[src/rtl/pkcs1uv_pkg.sv]
`timescale 1ns / 1ps
`default_nettype none
// ----------------------------------------------------------------------------
// pkcs1uv_pkg
// Shared types and constants for the PKCS#1 v1.5 unpad / verify block.
// ----------------------------------------------------------------------------
package pkcs1uv_pkg;

	// Sizing
	localparam int MAX_DIGEST_BYTES = 64;
	localparam int MAX_BLOCK_BYTES  = 512;
	localparam int DIG_AW           = $clog2(MAX_DIGEST_BYTES);
	localparam int POS_W            = $clog2(MAX_BLOCK_BYTES);
	localparam int CUR_W            = 7;
	localparam int LEN_W            = 7;
	localparam int MIN_SEP_INDEX    = 10;

	// Input kinds
	localparam logic ACT_BLOCK  = 1'b0;
	localparam logic ACT_DIGEST = 1'b1;

	// Configuration register indexes
	localparam logic CFG_MODE       = 1'b0;
	localparam logic CFG_DIGEST_LEN = 1'b1;

	// Mode values
	localparam logic MODE_ENC = 1'b0;
	localparam logic MODE_SIG = 1'b1;

	// Encoding bytes
	localparam logic [7:0] HDR_LEAD = 8'h00;
	localparam logic [7:0] TYPE_ENC = 8'h02;
	localparam logic [7:0] TYPE_SIG = 8'h01;
	localparam logic [7:0] PAD_SIG  = 8'hFF;
	localparam logic [7:0] SEP_BYTE = 8'h00;

	localparam logic [LEN_W-1:0] DIGEST_LEN_RST = LEN_W'(32);

	typedef enum logic [1:0] {
		PH_HDR0,
		PH_HDR1,
		PH_PAD,
		PH_BODY
	} phase_t;

	typedef enum logic [2:0] {
		ST_OK,
		ST_BAD_HEADER,
		ST_NO_SEP,
		ST_SHORT_PAD,
		ST_BAD_PAD,
		ST_LEN_MISMATCH,
		ST_DIGEST_MISMATCH
	} status_t;

	// One result item
	typedef struct packed {
		logic [7:0] msg_byte;
		logic       msg_valid;
		logic       done_res;
		status_t    status;
	} res_t;

endpackage
`default_nettype wire

[src/rtl/pkcs1uv_digest_ram.sv]
`timescale 1ns / 1ps
`default_nettype none
// ----------------------------------------------------------------------------
// pkcs1uv_digest_ram
// Expected-digest store: one write port, one registered read port with
// write-to-read forwarding so the read data always matches the array.
// ----------------------------------------------------------------------------
module pkcs1uv_digest_ram (
	input  wire logic                      clk,
	input  wire logic                      arst_n,
	input  wire logic                      we,
	input  wire logic [pkcs1uv_pkg::DIG_AW-1:0] waddr,
	input  wire logic [7:0]                wdata,
	input  wire logic [pkcs1uv_pkg::DIG_AW-1:0] raddr,
	output logic      [7:0]                rdata
);
	import pkcs1uv_pkg::*;

	logic [7:0] mem [MAX_DIGEST_BYTES];
	logic [7:0] rdata_q;

	// Write port
	always_ff @(posedge clk) begin
		if (we) begin
			mem[waddr] <= wdata;
		end
	end

	// Read port, new data wins on an address collision
	always_ff @(posedge clk) begin
		if (we && waddr == raddr) begin
			rdata_q <= wdata;
		end else begin
			rdata_q <= mem[raddr];
		end
	end

	assign rdata = rdata_q;

	a_fwd: assert property (@(posedge clk) disable iff (!arst_n)
		(we && waddr == raddr) |=> (rdata == $past(wdata)))
		else $error("digest ram: collision read lost the new write data");

endmodule
`default_nettype wire

[src/rtl/pkcs1uv_ctrl.sv]
`timescale 1ns / 1ps
`default_nettype none
// ----------------------------------------------------------------------------
// pkcs1uv_ctrl
// Per-byte phase machine: header, padding scan, body. Latches the first error,
// compares body bytes against the prefetched digest entry, issues results.
// ----------------------------------------------------------------------------
module pkcs1uv_ctrl (
	input  wire logic                             clk,
	input  wire logic                             arst_n,
	input  wire logic                             blk_acc,
	input  wire logic [7:0]                       data_byte,
	input  wire logic                             last,
	input  wire logic                             mode,
	input  wire logic [pkcs1uv_pkg::LEN_W-1:0]    digest_len,
	input  wire logic [7:0]                       dig_rdata,
	output logic      [pkcs1uv_pkg::DIG_AW-1:0]   dig_raddr,
	output logic                                  res_valid,
	output pkcs1uv_pkg::res_t                     res
);
	import pkcs1uv_pkg::*;

	phase_t           phase_q, phase_n;
	logic [POS_W-1:0] pos_q, pos_n;
	status_t          err_q, err_n;
	logic [CUR_W-1:0] cur_q, cur_n;
	logic             sig;
	logic             msg;
	status_t          status;

	function automatic status_t latch_err(status_t cur, status_t code);
		return (cur == ST_OK) ? code : cur;
	endfunction

	assign sig = (mode == MODE_SIG);

	// Next state and result
	always_comb begin
		phase_n = phase_q;
		pos_n   = pos_q;
		err_n   = err_q;
		cur_n   = cur_q;
		msg     = 1'b0;
		status  = ST_OK;
		if (blk_acc) begin
			unique case (phase_q)
				PH_HDR0: begin
					if (data_byte != HDR_LEAD) err_n = latch_err(err_n, ST_BAD_HEADER);
					phase_n = PH_HDR1;
				end
				PH_HDR1: begin
					if (data_byte != (sig ? TYPE_SIG : TYPE_ENC))
						err_n = latch_err(err_n, ST_BAD_HEADER);
					phase_n = PH_PAD;
				end
				PH_PAD: begin
					if (data_byte == SEP_BYTE) begin
						if (pos_q < POS_W'(MIN_SEP_INDEX))
							err_n = latch_err(err_n, ST_SHORT_PAD);
						phase_n = PH_BODY;
					end else if (sig && data_byte != PAD_SIG) begin
						err_n   = latch_err(err_n, ST_BAD_PAD);
						phase_n = PH_BODY;
					end
				end
				PH_BODY: begin
					if (sig) begin
						if (cur_q < digest_len && cur_q < CUR_W'(MAX_DIGEST_BYTES) &&
								data_byte != dig_rdata)
							err_n = latch_err(err_n, ST_DIGEST_MISMATCH);
						if (cur_q != {CUR_W{1'b1}}) cur_n = cur_q + 1'b1;
					end else if (err_q == ST_OK) begin
						msg = 1'b1;
					end
				end
			endcase

			if (pos_q != POS_W'(MAX_BLOCK_BYTES - 1)) pos_n = pos_q + 1'b1;

			// End of block: final checks, then back to the header
			if (last) begin
				if (phase_n == PH_HDR1) begin
					err_n = latch_err(err_n, ST_BAD_HEADER);
				end else if (phase_n == PH_PAD) begin
					err_n = latch_err(err_n, ST_NO_SEP);
				end else if (sig && (err_n == ST_OK || err_n == ST_DIGEST_MISMATCH) &&
						(digest_len > LEN_W'(MAX_DIGEST_BYTES) || cur_n != digest_len)) begin
					err_n = ST_LEN_MISMATCH;
				end
				status  = err_n;
				phase_n = PH_HDR0;
				pos_n   = '0;
				err_n   = ST_OK;
				cur_n   = '0;
			end
		end
	end

	// Result item
	always_comb begin
		res_valid     = blk_acc && (msg || last);
		res.msg_byte  = msg ? data_byte : 8'h00;
		res.msg_valid = msg;
		res.done_res  = blk_acc && last;
		res.status    = status;
	end

	// Prefetch the entry for the cursor value of the next byte
	assign dig_raddr = cur_n[DIG_AW-1:0];

	// State registers
	always_ff @(posedge clk or negedge arst_n) begin
		if (!arst_n) begin
			phase_q <= PH_HDR0;
			pos_q   <= '0;
			err_q   <= ST_OK;
			cur_q   <= '0;
		end else begin
			phase_q <= phase_n;
			pos_q   <= pos_n;
			err_q   <= err_n;
			cur_q   <= cur_n;
		end
	end

	a_last_rearm: assert property (@(posedge clk) disable iff (!arst_n)
		(blk_acc && last) |=> (phase_q == PH_HDR0 && pos_q == '0 && cur_q == '0 &&
			err_q == ST_OK))
		else $error("ctrl: block end did not rearm the header phase");

	a_msg_clean: assert property (@(posedge clk) disable iff (!arst_n)
		(res_valid && res.msg_valid) |-> (!sig && err_q == ST_OK && phase_q == PH_BODY))
		else $error("ctrl: message byte passed outside a clean encryption body");

	a_cur_hold: assert property (@(posedge clk) disable iff (!arst_n)
		!blk_acc |=> $stable(cur_q))
		else $error("ctrl: digest cursor moved without a block byte");

endmodule
`default_nettype wire

[src/rtl/pkcs1uv_unpad_verify.sv]
`timescale 1ns / 1ps
`default_nettype none
// ----------------------------------------------------------------------------
// pkcs1_v15_unpad_verify
// PKCS#1 v1.5 block type 2 unpad and block type 1 signature check on a byte
// stream, with a loadable expected-digest store.
// ----------------------------------------------------------------------------
// Results are registered: a result appears on m_* in the cycle after its input transfer.
// Throughput: one byte per cycle while the output is not stalled; the digest entry
//   for the next body byte is prefetched from the store, so no byte waits on a memory read.
// Reset clears the phase, position, error and cursor state and the config
//   registers (mode 0, digest_len 32); digest bytes must be loaded before use.
// ----------------------------------------------------------------------------
module pkcs1_v15_unpad_verify (
	input  wire logic                          clk,
	input  wire logic                          arst_n,
	// Configuration
	input  wire logic                          cfg_we,
	input  wire logic                          cfg_addr,
	input  wire logic [pkcs1uv_pkg::LEN_W-1:0] cfg_wdata,
	// Input stream
	input  wire logic                          s_tvalid,
	output logic                               s_tready,
	input  wire logic [15:0]                   s_tdata,  // [7:0] data_byte, [13:8] digest_index
	input  wire logic                          s_tuser,  // [0] action
	input  wire logic                          s_tlast,
	// Result stream
	output logic                               m_tvalid,
	input  wire logic                          m_tready,
	output logic      [15:0]                   m_tdata,  // [7:0] msg_byte, [10:8] status
	output logic                               m_tuser,  // [0] msg_valid
	output logic                               m_tlast   // done_res
);
	import pkcs1uv_pkg::*;

	logic             mode_q;
	logic [LEN_W-1:0] digest_len_q;
	logic             s_acc;
	logic             blk_acc;
	logic             dig_we;
	logic [7:0]       data_byte;
	logic [5:0]       digest_index;
	logic [DIG_AW-1:0] dig_raddr;
	logic [7:0]       dig_rdata;
	logic             res_valid;
	res_t             res;
	logic             out_valid_q;
	res_t             out_q;

	assign data_byte    = s_tdata[7:0];
	assign digest_index = s_tdata[13:8];

	// Input transfer; an output register decouples the two sides
	assign s_tready = !out_valid_q || m_tready;
	assign s_acc    = s_tvalid && s_tready;
	assign blk_acc  = s_acc && (s_tuser == ACT_BLOCK);
	assign dig_we   = s_acc && (s_tuser == ACT_DIGEST) &&
		(32'(digest_index) < MAX_DIGEST_BYTES);

	// Configuration registers
	always_ff @(posedge clk or negedge arst_n) begin
		if (!arst_n) begin
			mode_q       <= MODE_ENC;
			digest_len_q <= DIGEST_LEN_RST;
		end else if (cfg_we) begin
			unique case (cfg_addr)
				CFG_MODE:       mode_q       <= cfg_wdata[0];
				CFG_DIGEST_LEN: digest_len_q <= cfg_wdata;
				default: ;
			endcase
		end
	end

	pkcs1uv_digest_ram u_ram (
		.clk    (clk),
		.arst_n (arst_n),
		.we     (dig_we),
		.waddr  (digest_index[DIG_AW-1:0]),
		.wdata  (data_byte),
		.raddr  (dig_raddr),
		.rdata  (dig_rdata)
	);

	pkcs1uv_ctrl u_ctrl (
		.clk        (clk),
		.arst_n     (arst_n),
		.blk_acc    (blk_acc),
		.data_byte  (data_byte),
		.last       (s_tlast),
		.mode       (mode_q),
		.digest_len (digest_len_q),
		.dig_rdata  (dig_rdata),
		.dig_raddr  (dig_raddr),
		.res_valid  (res_valid),
		.res        (res)
	);

	// Output register
	always_ff @(posedge clk or negedge arst_n) begin
		if (!arst_n) begin
			out_valid_q <= 1'b0;
		end else if (s_acc && res_valid) begin
			out_valid_q <= 1'b1;
		end else if (m_tready) begin
			out_valid_q <= 1'b0;
		end
	end

	always_ff @(posedge clk) begin
		if (s_acc && res_valid) begin
			out_q <= res;
		end
	end

	assign m_tvalid = out_valid_q;
	assign m_tdata  = {5'b0, out_q.status, out_q.msg_byte};
	assign m_tuser  = out_q.msg_valid;
	assign m_tlast  = out_q.done_res;

endmodule
`default_nettype wire

[config.mk]
export PLATFORM = sky130hd
export DESIGN_NAME = pkcs1_v15_unpad_verify
export DESIGN_NICKNAME = d
export VERILOG_FILES = /design/src/rtl/pkcs1uv_pkg.sv /design/src/rtl/pkcs1uv_digest_ram.sv /design/src/rtl/pkcs1uv_ctrl.sv /design/src/rtl/pkcs1uv_unpad_verify.sv
export SDC_FILE = /design/constraint.sdc
export NUM_CORES = 1
export LEC_CHECK = 0
export BUFFER_PORTS_ARGS = -buffer_cell sky130_fd_sc_hd__buf_4
export CELL_PAD_IN_SITES_DETAIL_PLACEMENT = 0
export CELL_PAD_IN_SITES_GLOBAL_PLACEMENT = 1
export CORE_ASPECT_RATIO = 1.25
export CORE_MARGIN = 2
export CORE_UTILIZATION = 40
export CTS_BUF_LIST = sky130_fd_sc_hd__clkbuf_8
export DETAILED_ROUTE_END_ITERATION = 10
export PLACE_DENSITY_LB_ADDON = 0.3
export SLEW_MARGIN = 5
export SYNTH_ARGS = -nofsm -noshare
export SYNTH_HDL_FRONTEND = slang
export SYNTH_SLANG_ARGS = --single-unit
[constraint.sdc]
create_clock -name clk -period 2.65 [get_ports clk]
set_input_delay 0 -clock clk [delete_from_list [all_inputs] [get_ports clk]]
set_output_delay 0 -clock clk [all_outputs]
set_load 0.01 [all_outputs]
==> results by group <==
Clock network
  – CTS tree: yes
  – CTS max path bufs: 3
  – Root Buffer: clkbuf_8
  – Clk sink count: 561
  – Clk slew on worst S/H paths: 0.06 ns
  – CTS H-tree depth: 3
  – Skew-Pair Late Insertion Delay: 0.69 ns
  – Inserted Clock Buffers: 90

Floorplanning
  – Die ar.: 59000 µm²
  – CORE AREA: ~56000 µm²
  – Die Width: 218 µm
  – Io pins: 51
  – Die H: 271 µm
  – Initial Utilization: 0.406
  – Row count: 97

Layout
  – Post-route cell area: 27900 µm²
  – Number of fill cells: around 4700
  – Area grow syn2layout: 22.4%
  – Storage element area: 16700 µm²
  – Layout cells sized above 1: 0.332
  – Nets: 1633
  – Layout Utilization: 0.497
  – Area of the multi-input gates: just under 6000 µm²

Synthesis
  – Flops & latches, synth: between 500 and 600
  – Most used DFF post-synth: edfxtp_1
  – Commonest cells post-synth: edfxtp_1, mux4_2, nor2_1
  – Register area share after synthesis: 0.729
  – Avg Inst Size Synth: about 18 µm²
  – Synthesized cell area: 22800 µm²
  – Post-synth ARST share: 0.0535
  – Synth unique cells: 65
  – Count leader, synth: edfxtp_1
  – Yosys top cell by area: edfxtp_1
  – Synth top area share: 0.691
  – Syn Inst Count: 1255
  – Post-synth EDFFs: 525
  – Synth Warn #: 0
  – Top post-synthesis cells by area: edfxtp_1, mux4_2, dfrtp_1

Pwr
  – Power Density: 650 nW/µm²
  – Internal: roughly 14 mW
  – Flop pwr share: 0.542
  – Clk pwr share: 0.385
  – Leakage: 9.43 nW
  – Comb pwr share: 0.074
  – Switching part of the total: 0.229
  – P_sw: 4.17 mW
  – VDD IR max: 0.362 mV
  – Power, Total: 18.2 mW

Detailed routing
  – First-pass DRT Iterations: 5
  – DR vias: 13000
  – Initial DRC Count: about 1000
  – Final ANT Viol Nets: 0
  – Via density: ~5.4
  – Final wirelength: 61600 µm
  – Routed WL per cell: 25.6 µm
  – Post-route DRC: 0

Critical path
  – Slowest cell on crit path: mux4_2
  – CP Class: register to register
  – Crit path cell chain: buf_12 -> mux4_2 -> mux2i_2 -> mux2i_2 -> xor2_1 -> nor4_1 -> a32oi_1 -> buf_4 -> a2111oi_4 -> a31oi_2 -> a22o_1
  – Worst path max stage delay: 0.52 ns
  – CP arrival: approximately 3.7 ns
  – Critical Path RT: 3.09 ns
  – Critical Path End Type: register
  – Critical Path Stages: 11
  – Max FO, Critical Path: 7
  – Worst Path Buf+Inv: 2
  – Cell mode on critical path: mux2i_2
  – CP top delay family: compound AO/OA/AOI/OAI gates
  – CP Launch Type: register
  – Reg2Reg Depth: 11

GRT
  – GRT Util Overall: 0.211
  – First-pass GRT wire length: just under 90000 µm
  – Initial antenna violation count: 1
  – Overflow after GRT: 0
  – Pin count of the biggest net entering global routing: 67
  – Vias in the first global route: approximately 13000

STA
  – Slew Viols, Final: 0
  – RSZ-0062 raised after global routing: true
  – Fin crit period: roughly 3.2 ns
  – Final setup vio count: 4
  – Fmax: 0.310 GHz
  – Final hold vios: 0
  – Layout Skew: 0.0229 ns
  – Post-route clock period utilization: 1.22
  – Final setup TNS: -2.03 ns
  – Slew headroom: 0.448
  – PnR worst setup slack: -0.576 ns
  – Worst-Margin Slew: 0.826 ns

Place
  – Placed cell areas: 25500 µm²
  – Port Buf Inserts: 43
  – Gp weighted congestion: 0.871
  – Detailed placer's ending HPWL: 41200 µm

Hold path
  – Min-Delay Path Class: primary input to register
  – Min-Delay Path Depth: 4

Flow run
  – Max_cap viols: 0

Status
  – Status: finished with violations
  – Failing checks: negative setup slack
-- power groups by stage --
| stage | combinational (mW) | clock, mW | sequential [mW] |
|---|---|---|---|
| 2_1_floorplan | 0.707 | 0 | 10.0 |
| 3_3_place_gp | 1.19 | 0 | 10.0 |
| 3_5_place_dp | 1.21 | 0 | 10.0 |
| 4_1_cts | 1.34 | 7.15 | 9.83 |
| 5_1_grt | 1.44 | 7.51 | 9.84 |
| 6_report | 1.34 | 6.99 | 9.83 |
-- state kept, by name, indices dropped and copies added (netlist names), named ones only --
name,cells
m_tuser,1
u_ctrl.phase_q,2
u_ram.mem,512
m_tlast,1
u_ctrl.pos_q,9
digest_len_q,7
m_tdata,11
u_ctrl.cur_q,7
u_ctrl.err_q,3
mode_q,1
m_tvalid,1
-- stage by stage --
stage	setup WS, ns	std cells	hold WS, ns
global placement	-0.752	2198	-0.0285
global route	-0.696	2410	0.0551
detailed placement	-0.765	2198	-0.0255
CTS	-0.531	2406	0.00881
floorplan	-0.175	1259	-0.296
finish	-0.576	2411	0.0601
-- final timing paths --
| check | startpoint | endpoint | slack, ns |
|---|---|---|---|
| worst min register to register | u_ctrl.pos_q[6]$_DFFE_PN0P_ | u_ctrl.pos_q[6]$_DFFE_PN0P_ | 0.54 |
| max in group asynchronous | arst_n | digest_len_q[4]$_DFFE_PN0P_ | 2.11 |
| worst min-delay path | s_tdata[9] | u_ram.mem[62][4]$_DFFE_PP_ | 0.06 |
| worst max-delay path | register | m_tdata[10]$_SDFFCE_PN0P_ | -0.58 |
| worst max register to register | register | m_tdata[10]$_SDFFCE_PN0P_ | -0.58 |
| min in group asynchronous | arst_n | u_ctrl.pos_q[8]$_DFFE_PN0P_ | 0.35 |
-- timing repair --
item,in CTS,in global routing
buffers inserted,7,2
hold buffers,35,0
endpoints found under the hold margin,314,0
endpoints found under the setup margin,5,5
pin swaps,6,8
gates cloned,1,1
resized for setup,35,12
-- cells in the final DEF, fill, tap and decap left out, types with 15 or more instances in the layout --
cell and count:
a21oi_1 18, a22oi_1 20, buf_12 16, buf_4 246, clkbuf_8 95, clkinv_1 23
dfrtp_1 29, dlygate4sd3_1 34, edfxtp_1 525, inv_1 49, mux2_2 22, mux2i_1 51
mux4_2 110, nand2_1 49, nand3_1 22, nor2_1 96, nor3_1 15, o21ai_0 22
xnor2_1 16
-- logic make-up (layout without fill, tap and decap cells) --
group / count (synthesis) / after routing / synth area share
fa+ha+maj: 9 / 9 / 0.00493
other cells: 1 / 7 / 0.000164
buf+inv: 82 / 490 / 0.0191
flops: 561 / 561 / 0.729
mux: 187 / 187 / 0.144
simple gates: 263 / 263 / 0.0551
compound gates: 125 / 125 / 0.0379
xor+xnor: 27 / 27 / 0.0104
-- metal layers --
layer	part of all wire	wire length, µm	track usage
met1	0.40	24900	0.266
met2	0.51	31700	0.363
met3	0.054	3330	0.0399
met4	0.028	1700	0.0752
met5	0	0	0
-- worst register-to-register path, stage by stage, from the launching register on --
cell,delay [ns]
dfxtp_4,0.43
buf_12,0.16
mux4_2,0.53
mux2i_2,0.22
mux2i_2,0.15
xor2_1,0.16
nor4_1,0.19
a32oi_1,0.09
buf_4,0.17
a2111oi_4,0.42
a31oi_2,0.19
a22o_1,0.26
-- layout make-up --
cell class / count / area share
clock inverters: 71 / 0.0136
clock buffers: 95 / 0.0468
inverters: 15 / 0.00201
multi-input cells: 616 / 0.211
flip-flops and latches: 561 / 0.596
well taps: 742 / 0.0332
diodes: 2 / 0.000179
repair buffers: 309 / 0.0972
No activity file was read; power rests on OpenSTA's default activity.
